## config.mk

```make
export PLATFORM = sky130hd
export DESIGN_NAME = array_priority_queue_flat
export DESIGN_NICKNAME = d
export VERILOG_FILES = /design/src/hdl/apq_pkg.sv /design/src/hdl/apq_if.sv /design/src/hdl/array_priority_queue.sv /design/src/flat_wrapper.sv
export SDC_FILE = /design/constraint.sdc
export NUM_CORES = 1
export LEC_CHECK = 0
export ABC_AREA = 1
export BUFFER_PORTS_ARGS = -buffer_cell sky130_fd_sc_hd__buf_2
export CAP_MARGIN = 10
export CORE_AREA = 5 5 284 286
export CTS_BUF_LIST = sky130_fd_sc_hd__clkbuf_8
export DETAILED_ROUTE_END_ITERATION = 10
export DIE_AREA = 0 0 289 291
export SLEW_MARGIN = 10
export SYNTH_ARGS = -nofsm -noshare
export SYNTH_HDL_FRONTEND = slang
export SYNTH_SLANG_ARGS = --single-unit
```

## constraint.sdc

```tcl
create_clock -name clk -period 6.4 [get_ports clk]
set_input_delay 0.32 -clock clk [delete_from_list [all_inputs] [get_ports clk]]
set_output_delay 0.32 -clock clk [all_outputs]
set_load 0.01 [all_outputs]
```

## src/hdl/apq_pkg.sv

```systemverilog
`default_nettype none

package apq_pkg;

    // One stored job entry, id in the top bits
    typedef struct packed {
        logic [15:0] id;
        logic [7:0]  prio;
        logic [15:0] burst;
    } entry_t;

    typedef enum logic {
        OP_INSERT = 1'b0,
        OP_REMOVE = 1'b1
    } op_t;

    typedef enum logic [1:0] {
        ST_OK        = 2'd0,
        ST_OVERFLOW  = 2'd1,
        ST_UNDERFLOW = 2'd2
    } status_t;

    typedef enum logic [1:0] {
        S_IDLE,
        S_SCAN,
        S_SHIFT,
        S_FINISH
    } state_t;

endpackage

`default_nettype wire

```

## src/hdl/apq_if.sv

```systemverilog
`default_nettype none

// Request channel: one queue operation per transfer
interface apq_req_if;
    logic        valid;
    logic        ready;
    logic        operation;
    logic [15:0] job_id;
    logic [7:0]  job_priority;
    logic [15:0] job_burst;

    modport source (output valid, output operation, output job_id, output job_priority,
                    output job_burst, input ready);
    modport sink   (input valid, input operation, input job_id, input job_priority,
                    input job_burst, output ready);
endinterface

// Response channel: one result per request
interface apq_rsp_if;
    logic        valid;
    logic        ready;
    logic [1:0]  status;
    logic [15:0] out_id;
    logic [7:0]  out_priority;
    logic [15:0] out_burst;
    logic [4:0]  occupancy;

    modport source (output valid, output status, output out_id, output out_priority,
                    output out_burst, output occupancy, input ready);
    modport sink   (input valid, input status, input out_id, input out_priority,
                    input out_burst, input occupancy, output ready);
endinterface

`default_nettype wire

```

## src/hdl/array_priority_queue.sv

```systemverilog
// Bounded priority queue of job entries held in insertion order.
// Channel req carries one operation per transfer: insert (id, priority, burst)
// or remove the entry of highest priority, the earliest one on equal priority.
// Channel rsp returns exactly one result per request: status, the removed
// entry (zero unless a remove succeeded) and the entry count afterwards.
// Entries live in a single-port-read, single-port-write RAM with a registered
// read; one operation is processed at a time.
// A remove first scans the held entries, the scan reading one entry per cycle;
// the gap closure then moves one entry per cycle through the same RAM.
// The next request is taken the cycle after the result is loaded.
// A result waiting on a stalled receiver sits in the output register; the
// next request is still accepted and processed, and its result waits until
// the output register is taken.
// Reset empties the queue (count to zero, no result pending); RAM contents
// are left as they are and never read before being written.
`default_nettype none

module array_priority_queue #(
    parameter int DEPTH = 16
) (
    input  wire        clk,
    input  wire        rst_n,
    apq_req_if.sink    req,
    apq_rsp_if.source  rsp
);

    localparam int IDX_W = (DEPTH > 1) ? $clog2(DEPTH) : 1;
    localparam int CNT_W = $clog2(DEPTH + 1);
    localparam int CMP_W = CNT_W + 1;

    // Entry RAM
    apq_pkg::entry_t mem [DEPTH];

    logic             mem_we;
    logic [IDX_W-1:0] mem_waddr;
    apq_pkg::entry_t  mem_wdata;
    logic             mem_re;
    logic [IDX_W-1:0] mem_raddr;
    apq_pkg::entry_t  rdata_reg;

    apq_pkg::state_t  state_reg, state_next;
    logic [CNT_W-1:0] count_reg, count_next;
    apq_pkg::op_t     op_reg, op_next;
    apq_pkg::status_t status_reg, status_next;
    logic [IDX_W-1:0] rd_idx_reg, rd_idx_next;
    logic [IDX_W-1:0] best_idx_reg, best_idx_next;
    apq_pkg::entry_t  best_reg, best_next;
    logic [IDX_W-1:0] wr_ptr_reg, wr_ptr_next;

    logic             out_valid_reg, out_valid_next;
    apq_pkg::status_t out_status_reg, out_status_next;
    apq_pkg::entry_t  out_entry_reg, out_entry_next;
    logic [4:0]       out_occ_reg, out_occ_next;

    // Decoded conditions
    logic             req_fire;
    apq_pkg::op_t     req_op;
    logic             is_full;
    logic             is_empty;
    logic             take;
    apq_pkg::entry_t  best_sel;
    logic [IDX_W-1:0] best_idx_sel;
    logic             scan_last;
    logic             shift_needed;
    logic             shift_more;
    logic             out_free;
    logic             removed;
    logic [CNT_W-1:0] count_after;

    assign req.ready = (state_reg == apq_pkg::S_IDLE);
    assign req_fire  = req.valid && req.ready;
    assign req_op    = apq_pkg::op_t'(req.operation);
    assign is_full   = (count_reg == CNT_W'(DEPTH));
    assign is_empty  = (count_reg == '0);
    assign out_free  = !out_valid_reg || rsp.ready;

    // Keep the running maximum; a later entry wins only on strictly greater priority
    assign take         = (rd_idx_reg == '0) || (rdata_reg.prio > best_reg.prio);
    assign best_sel     = take ? rdata_reg : best_reg;
    assign best_idx_sel = take ? rd_idx_reg : best_idx_reg;
    assign scan_last    = (CMP_W'(rd_idx_reg) + CMP_W'(1)) >= CMP_W'(count_reg);
    assign shift_needed = (CMP_W'(best_idx_sel) + CMP_W'(1)) < CMP_W'(count_reg);
    assign shift_more   = (CMP_W'(wr_ptr_reg) + CMP_W'(2)) < CMP_W'(count_reg);

    assign removed     = (op_reg == apq_pkg::OP_REMOVE) && (status_reg == apq_pkg::ST_OK);
    assign count_after = removed ? (count_reg - CNT_W'(1)) : count_reg;

    // Next state
    always_comb
    begin
        state_next = state_reg;
        unique case (state_reg)
            apq_pkg::S_IDLE:
            begin
                if (req_fire)
                begin
                    if (req_op == apq_pkg::OP_REMOVE && !is_empty)
                        state_next = apq_pkg::S_SCAN;
                    else
                        state_next = apq_pkg::S_FINISH;
                end
            end
            apq_pkg::S_SCAN:
            begin
                if (scan_last)
                    state_next = shift_needed ? apq_pkg::S_SHIFT : apq_pkg::S_FINISH;
            end
            apq_pkg::S_SHIFT:
            begin
                if (!shift_more)
                    state_next = apq_pkg::S_FINISH;
            end
            apq_pkg::S_FINISH:
            begin
                if (out_free)
                    state_next = apq_pkg::S_IDLE;
            end
            default:
            begin
                state_next = apq_pkg::S_IDLE;
            end
        endcase
    end

    // RAM control and datapath
    always_comb
    begin
        mem_we          = 1'b0;
        mem_waddr       = wr_ptr_reg;
        mem_wdata       = rdata_reg;
        mem_re          = 1'b0;
        mem_raddr       = rd_idx_reg;
        count_next      = count_reg;
        op_next         = op_reg;
        status_next     = status_reg;
        rd_idx_next     = rd_idx_reg;
        best_idx_next   = best_idx_reg;
        best_next       = best_reg;
        wr_ptr_next     = wr_ptr_reg;
        out_valid_next  = out_valid_reg && !rsp.ready;
        out_status_next = out_status_reg;
        out_entry_next  = out_entry_reg;
        out_occ_next    = out_occ_reg;

        unique case (state_reg)
            apq_pkg::S_IDLE:
            begin
                if (req_fire)
                begin
                    op_next = req_op;
                    if (req_op == apq_pkg::OP_INSERT)
                    begin
                        // Append behind the held entries
                        if (is_full)
                        begin
                            status_next = apq_pkg::ST_OVERFLOW;
                        end
                        else
                        begin
                            status_next = apq_pkg::ST_OK;
                            mem_we      = 1'b1;
                            mem_waddr   = count_reg[IDX_W-1:0];
                            mem_wdata   = '{id: req.job_id, prio: req.job_priority,
                                            burst: req.job_burst};
                            count_next  = count_reg + CNT_W'(1);
                        end
                    end
                    else if (is_empty)
                    begin
                        status_next = apq_pkg::ST_UNDERFLOW;
                    end
                    else
                    begin
                        // Start the scan at the oldest entry
                        status_next = apq_pkg::ST_OK;
                        mem_re      = 1'b1;
                        mem_raddr   = '0;
                        rd_idx_next = '0;
                    end
                end
            end
            apq_pkg::S_SCAN:
            begin
                best_next     = best_sel;
                best_idx_next = best_idx_sel;
                if (!scan_last)
                begin
                    mem_re      = 1'b1;
                    mem_raddr   = rd_idx_reg + IDX_W'(1);
                    rd_idx_next = rd_idx_reg + IDX_W'(1);
                end
                else if (shift_needed)
                begin
                    // Fetch the entry behind the one taken
                    mem_re      = 1'b1;
                    mem_raddr   = best_idx_sel + IDX_W'(1);
                    wr_ptr_next = best_idx_sel;
                end
            end
            apq_pkg::S_SHIFT:
            begin
                // Move the fetched entry down one place, fetch the next one if any remain
                mem_we    = 1'b1;
                mem_waddr = wr_ptr_reg;
                mem_wdata = rdata_reg;
                if (shift_more)
                begin
                    mem_re      = 1'b1;
                    mem_raddr   = wr_ptr_reg + IDX_W'(2);
                    wr_ptr_next = wr_ptr_reg + IDX_W'(1);
                end
            end
            apq_pkg::S_FINISH:
            begin
                if (out_free)
                begin
                    out_valid_next  = 1'b1;
                    out_status_next = status_reg;
                    out_entry_next  = removed ? best_reg : '0;
                    out_occ_next    = 5'(count_after);
                    count_next      = count_after;
                end
            end
            default:
            begin
                mem_we = 1'b0;
            end
        endcase
    end

    // Control registers
    always_ff @(posedge clk or negedge rst_n)
    begin
        if (!rst_n)
        begin
            state_reg     <= apq_pkg::S_IDLE;
            count_reg     <= '0;
            out_valid_reg <= 1'b0;
        end
        else
        begin
            state_reg     <= state_next;
            count_reg     <= count_next;
            out_valid_reg <= out_valid_next;
        end
    end

    // Payload registers
    always_ff @(posedge clk)
    begin
        op_reg         <= op_next;
        status_reg     <= status_next;
        rd_idx_reg     <= rd_idx_next;
        best_idx_reg   <= best_idx_next;
        best_reg       <= best_next;
        wr_ptr_reg     <= wr_ptr_next;
        out_status_reg <= out_status_next;
        out_entry_reg  <= out_entry_next;
        out_occ_reg    <= out_occ_next;
    end

    // Entry RAM: registered read; a read never targets the entry written that cycle
    always_ff @(posedge clk)
    begin
        if (mem_we)
            mem[mem_waddr] <= mem_wdata;
        if (mem_re)
            rdata_reg <= mem[mem_raddr];
    end

    assign rsp.valid        = out_valid_reg;
    assign rsp.status       = out_status_reg;
    assign rsp.out_id       = out_entry_reg.id;
    assign rsp.out_priority = out_entry_reg.prio;
    assign rsp.out_burst    = out_entry_reg.burst;
    assign rsp.occupancy    = out_occ_reg;

endmodule

`default_nettype wire

```

## src/flat_wrapper.sv

```systemverilog
// flat-port wrapper written by rule: the top's interface ports become plain ports
module array_priority_queue_flat 
#(
    parameter int DEPTH = 16
)
  (clk, rst_n, req_valid, req_operation, req_job_id, req_job_priority, req_job_burst, req_ready, rsp_valid, rsp_status, rsp_out_id, rsp_out_priority, rsp_out_burst, rsp_occupancy, rsp_ready);
  apq_req_if req_i ();
  apq_rsp_if rsp_i ();
  input  wire clk;
  input  wire rst_n;
  input wire logic [$bits(req_i.valid)-1:0] req_valid;
  input wire logic [$bits(req_i.operation)-1:0] req_operation;
  input wire logic [$bits(req_i.job_id)-1:0] req_job_id;
  input wire logic [$bits(req_i.job_priority)-1:0] req_job_priority;
  input wire logic [$bits(req_i.job_burst)-1:0] req_job_burst;
  output wire logic [$bits(req_i.ready)-1:0] req_ready;
  output wire logic [$bits(rsp_i.valid)-1:0] rsp_valid;
  output wire logic [$bits(rsp_i.status)-1:0] rsp_status;
  output wire logic [$bits(rsp_i.out_id)-1:0] rsp_out_id;
  output wire logic [$bits(rsp_i.out_priority)-1:0] rsp_out_priority;
  output wire logic [$bits(rsp_i.out_burst)-1:0] rsp_out_burst;
  output wire logic [$bits(rsp_i.occupancy)-1:0] rsp_occupancy;
  input wire logic [$bits(rsp_i.ready)-1:0] rsp_ready;
  assign req_i.valid = req_valid;
  assign req_i.operation = req_operation;
  assign req_i.job_id = req_job_id;
  assign req_i.job_priority = req_job_priority;
  assign req_i.job_burst = req_job_burst;
  assign req_ready = req_i.ready;
  assign rsp_valid = rsp_i.valid;
  assign rsp_status = rsp_i.status;
  assign rsp_out_id = rsp_i.out_id;
  assign rsp_out_priority = rsp_i.out_priority;
  assign rsp_out_burst = rsp_i.out_burst;
  assign rsp_occupancy = rsp_i.occupancy;
  assign rsp_i.ready = rsp_ready;
  array_priority_queue #(.DEPTH(DEPTH)) u_core (.clk(clk), .rst_n(rst_n), .req(req_i), .rsp(rsp_i));
endmodule
```

==> run_results.csv <==
group,metric,value,unit
outcome,status,"completed",
sta,drv_slew,0,
final_layout,final_cell_mix,"782 x edfxtp_1, 747 x nand3_1, 577 x nand2_1",
synth,synth_edf_count,782,
grt,grt_pass1_wl,137,mm
grt,gr-usage-all-layers,21.1,%
sta,hold_violations,0,
final_layout,syn_to_final_growth,11.8,%
grt,grt_antenna_before_repair,2,
sta,rsz0062_at_grt,"no",
synth,synth_seq_cells,790,
setup_path,path_max_fanout,126,
drt,maxUsedRoutingLayer,"met4",
synth,synth_cells,3113,
final_layout,layout_commonest_cell,"edfxtp_1",
sta,finalSetupViolCount,0,
die,dieArea,0.0841,mm²
setup_path,crit_cells,28,
sta,post-route-period-util,82.5,%
clock_network,root_buffer,"clkbuf_8",
setup_path,endpoint,"u_core.rdata_reg[27]",
sta,setup_tns,0,ns
sta,skew,0.0617,ns
synth,yosys_warnings,0,
sta,hold_ws,0.0965,ns
clock_network,ctsHtreeMaxLevel,4,
setup_path,crit_path_end_kind,"register",
die,start_util,44.4,%
clock_network,cts_setup_buffers,0,
drt,routed-wl-met2,42.0,mm
final_layout,drive_above_1_share,11.5,%
sta,fmax,0.189,GHz
sta,maxSlewHeadroom,30.4,%
setup_path,slowest_stage,"nand2_8",
clock_network,cts_sinks,790,
worst_hold_path,hp-class,"in -> reg",
sta,worst_pin_slew,1.04,ns
drt,dr_wl_met3,6.52,mm
drt,drt_iter0_markers,2498,
setup_path,cp_top_family,"simple AND/OR/NAND/NOR gates",
grt,overflow,0,
placed_design,place.gp.congestion,0.859,
setup_path,r2r_slack,1.12,ns
drt,drt_pass1_iterations,5,
drt,drcViolationCount,0,
job,cap_violations,0,
synth,synth_nets,3191,
die,die_h,291,µm
die,rows,103,
clock_network,cts_resized,0,
clock_network,holdBufCountCts,5,
drt,drt-wirelength-per-cell,20.6,µm
drt,wl_met1,39.4,mm
placed_design,dp.cells,4125,
placed_design,dp_hpwl,44.6,mm
grt,grt_pass1_vias,22862,
clock_network,cts_tree,"yes",
final_layout,layout.cells.non_filler,4373,
setup_path,r2r-end,"u_core.rdata_reg[27]",
drt,vias,23293,
setup_path,criticalPathCategory,"reg -> reg",
setup_path,cp_data_required_time,6.92,ns
setup_path,r2r-start,"u_core.rdata_reg[23]",
setup_path,setup.worst_path.start_class,"register",
clock_network,cts_buffers,136,
drt,viasPerCell,5.33,
synth,syn_area,0.0347,mm²
drt,ant_nets,0,
synth,synth_area_per_cell,11.1,µm²
die,die_x,289,µm
synth,yosysUniqueCellTypes,40,
setup_path,critPathMostFrequentCell,"nand2_1",
die,io_pins,94,
setup_path,critical_path_buf_inv_count,4,
setup_path,r2r_cells,28,
final_layout,post-route-util,49.7,%
synth,ys.flop_type,"edfxtp_1",
final_layout,nets,3296,
clock_network,clock_path_buffers,3,
setup_path,critPathArrivalTime,5.80,ns
final_layout,largest_reg_flops,640,
drt,wl,90.0,mm
die,fp.coreArea,0.0781,mm²
placed_design,port_buffers,93,
synth,async_reset_ff_share,1.01,%
grt,grt_max_degree,206,
synth,yosysSeqAreaShare,68.3,%
setup_path,startpoint,"u_core.rdata_reg[23]",
setup_path,cpPeakStageDelay,0.65,ns
sta,fin_crit,5.28,ns
clock_network,insertion_delay,0.80,ns
clock_network,clkSlewWorstSetupHoldPaths,0.06,ns
[kinds of logic after synthesis]
kind of cell	count (synthesis)	share of synthesized area, %
AND/OR/NAND/NOR	1500	19.9
flip-flops	790	68.3
buffers and inverters	674	7.93
AO/OA/AOI/OAI	64	1.13
multiplexers	39	1.27
adder cells (fa/ha/maj)	33	1.19
XOR/XNOR	13	0.328
[final cells by class]
type | count | area (µm²)
fillers | 6994 | 39300
flip-flops and latches | 790 | 23700
multi-input cells | 1649 | 8500
clock buffers | 137 | 1890
inverters | 496 | 1860
well taps | 1050 | 1310
repair buffers | 145 | 993
clock inverters | 104 | 562
diodes | 2 | 5.00
[per-layer routing]
| layer | vias up | global-route usage, % |
|---|---|---|
| li1 | 10783 | - |
| met1 | 11426 | 30.1 |
| met2 | 918 | 33.4 |
| met3 | 166 | 3.92 |
| met4 | 0 | 6.37 |
| met5 | - | 0 |
[per-stage QoR]
stage	instance area [µm²]	setup slack (ns)
after detailed placement	36300	1.23
final	38800	1.12
after global routing	38800	0.773
after global placement	36300	1.34
after CTS	38800	1.21
after floorplan	34700	1.19
[how the worst min path moves through the flow]
| stage | end | startpoint | depth (start not counted) |
|---|---|---|---|
| floorplan | u_core.count_reg[0] | rst_n | 0 |
| global placement | u_core.rsp.valid | rst_n | 1 |
| detailed placement | u_core.count_reg[0] | rst_n | 1 |
| CTS | u_core.mem[4][5] | req_job_burst[5] | 2 |
| global route | u_core.mem[12][12] | req_job_burst[12] | 2 |
| finish | u_core.mem[4][5] | req_job_burst[5] | 2 |
[cells in the mapped netlist (2+ instances only)]
library cell    n  area, µm²
a21oi_1        15       75.1
nor3_1          3       15.0
clkinv_1        2       7.51
nand4_1         3       18.8
nand3_1       748       3740
o211ai_1        4       30.0
mux2_2         39        439
a221oi_1        2       17.5
ha_1           33        413
nand2_1       580       2180
o21ai_0        22        110
buf_2          59        295
clkbuf_1       63        236
edfxtp_1      782      23500
o21ai_1         4       20.0
inv_2           5       18.8
o21ai_2         3       26.3
buf_4          35        263
xor2_1         12        105
o31ai_1         2       15.0
inv_1         489       1840
buf_1          19       71.3
nand2_2         3       18.8
nor2_1         78        293
dfrtp_1         8        200
a21o_1          4       30.0
a22oi_1         2       15.0
buf_6           2       22.5
nand3b_1       81        608
Power is left out: the tool's default activity adds up to more than one toggle a clock period on the data nets, which glitch-free logic cannot reach.
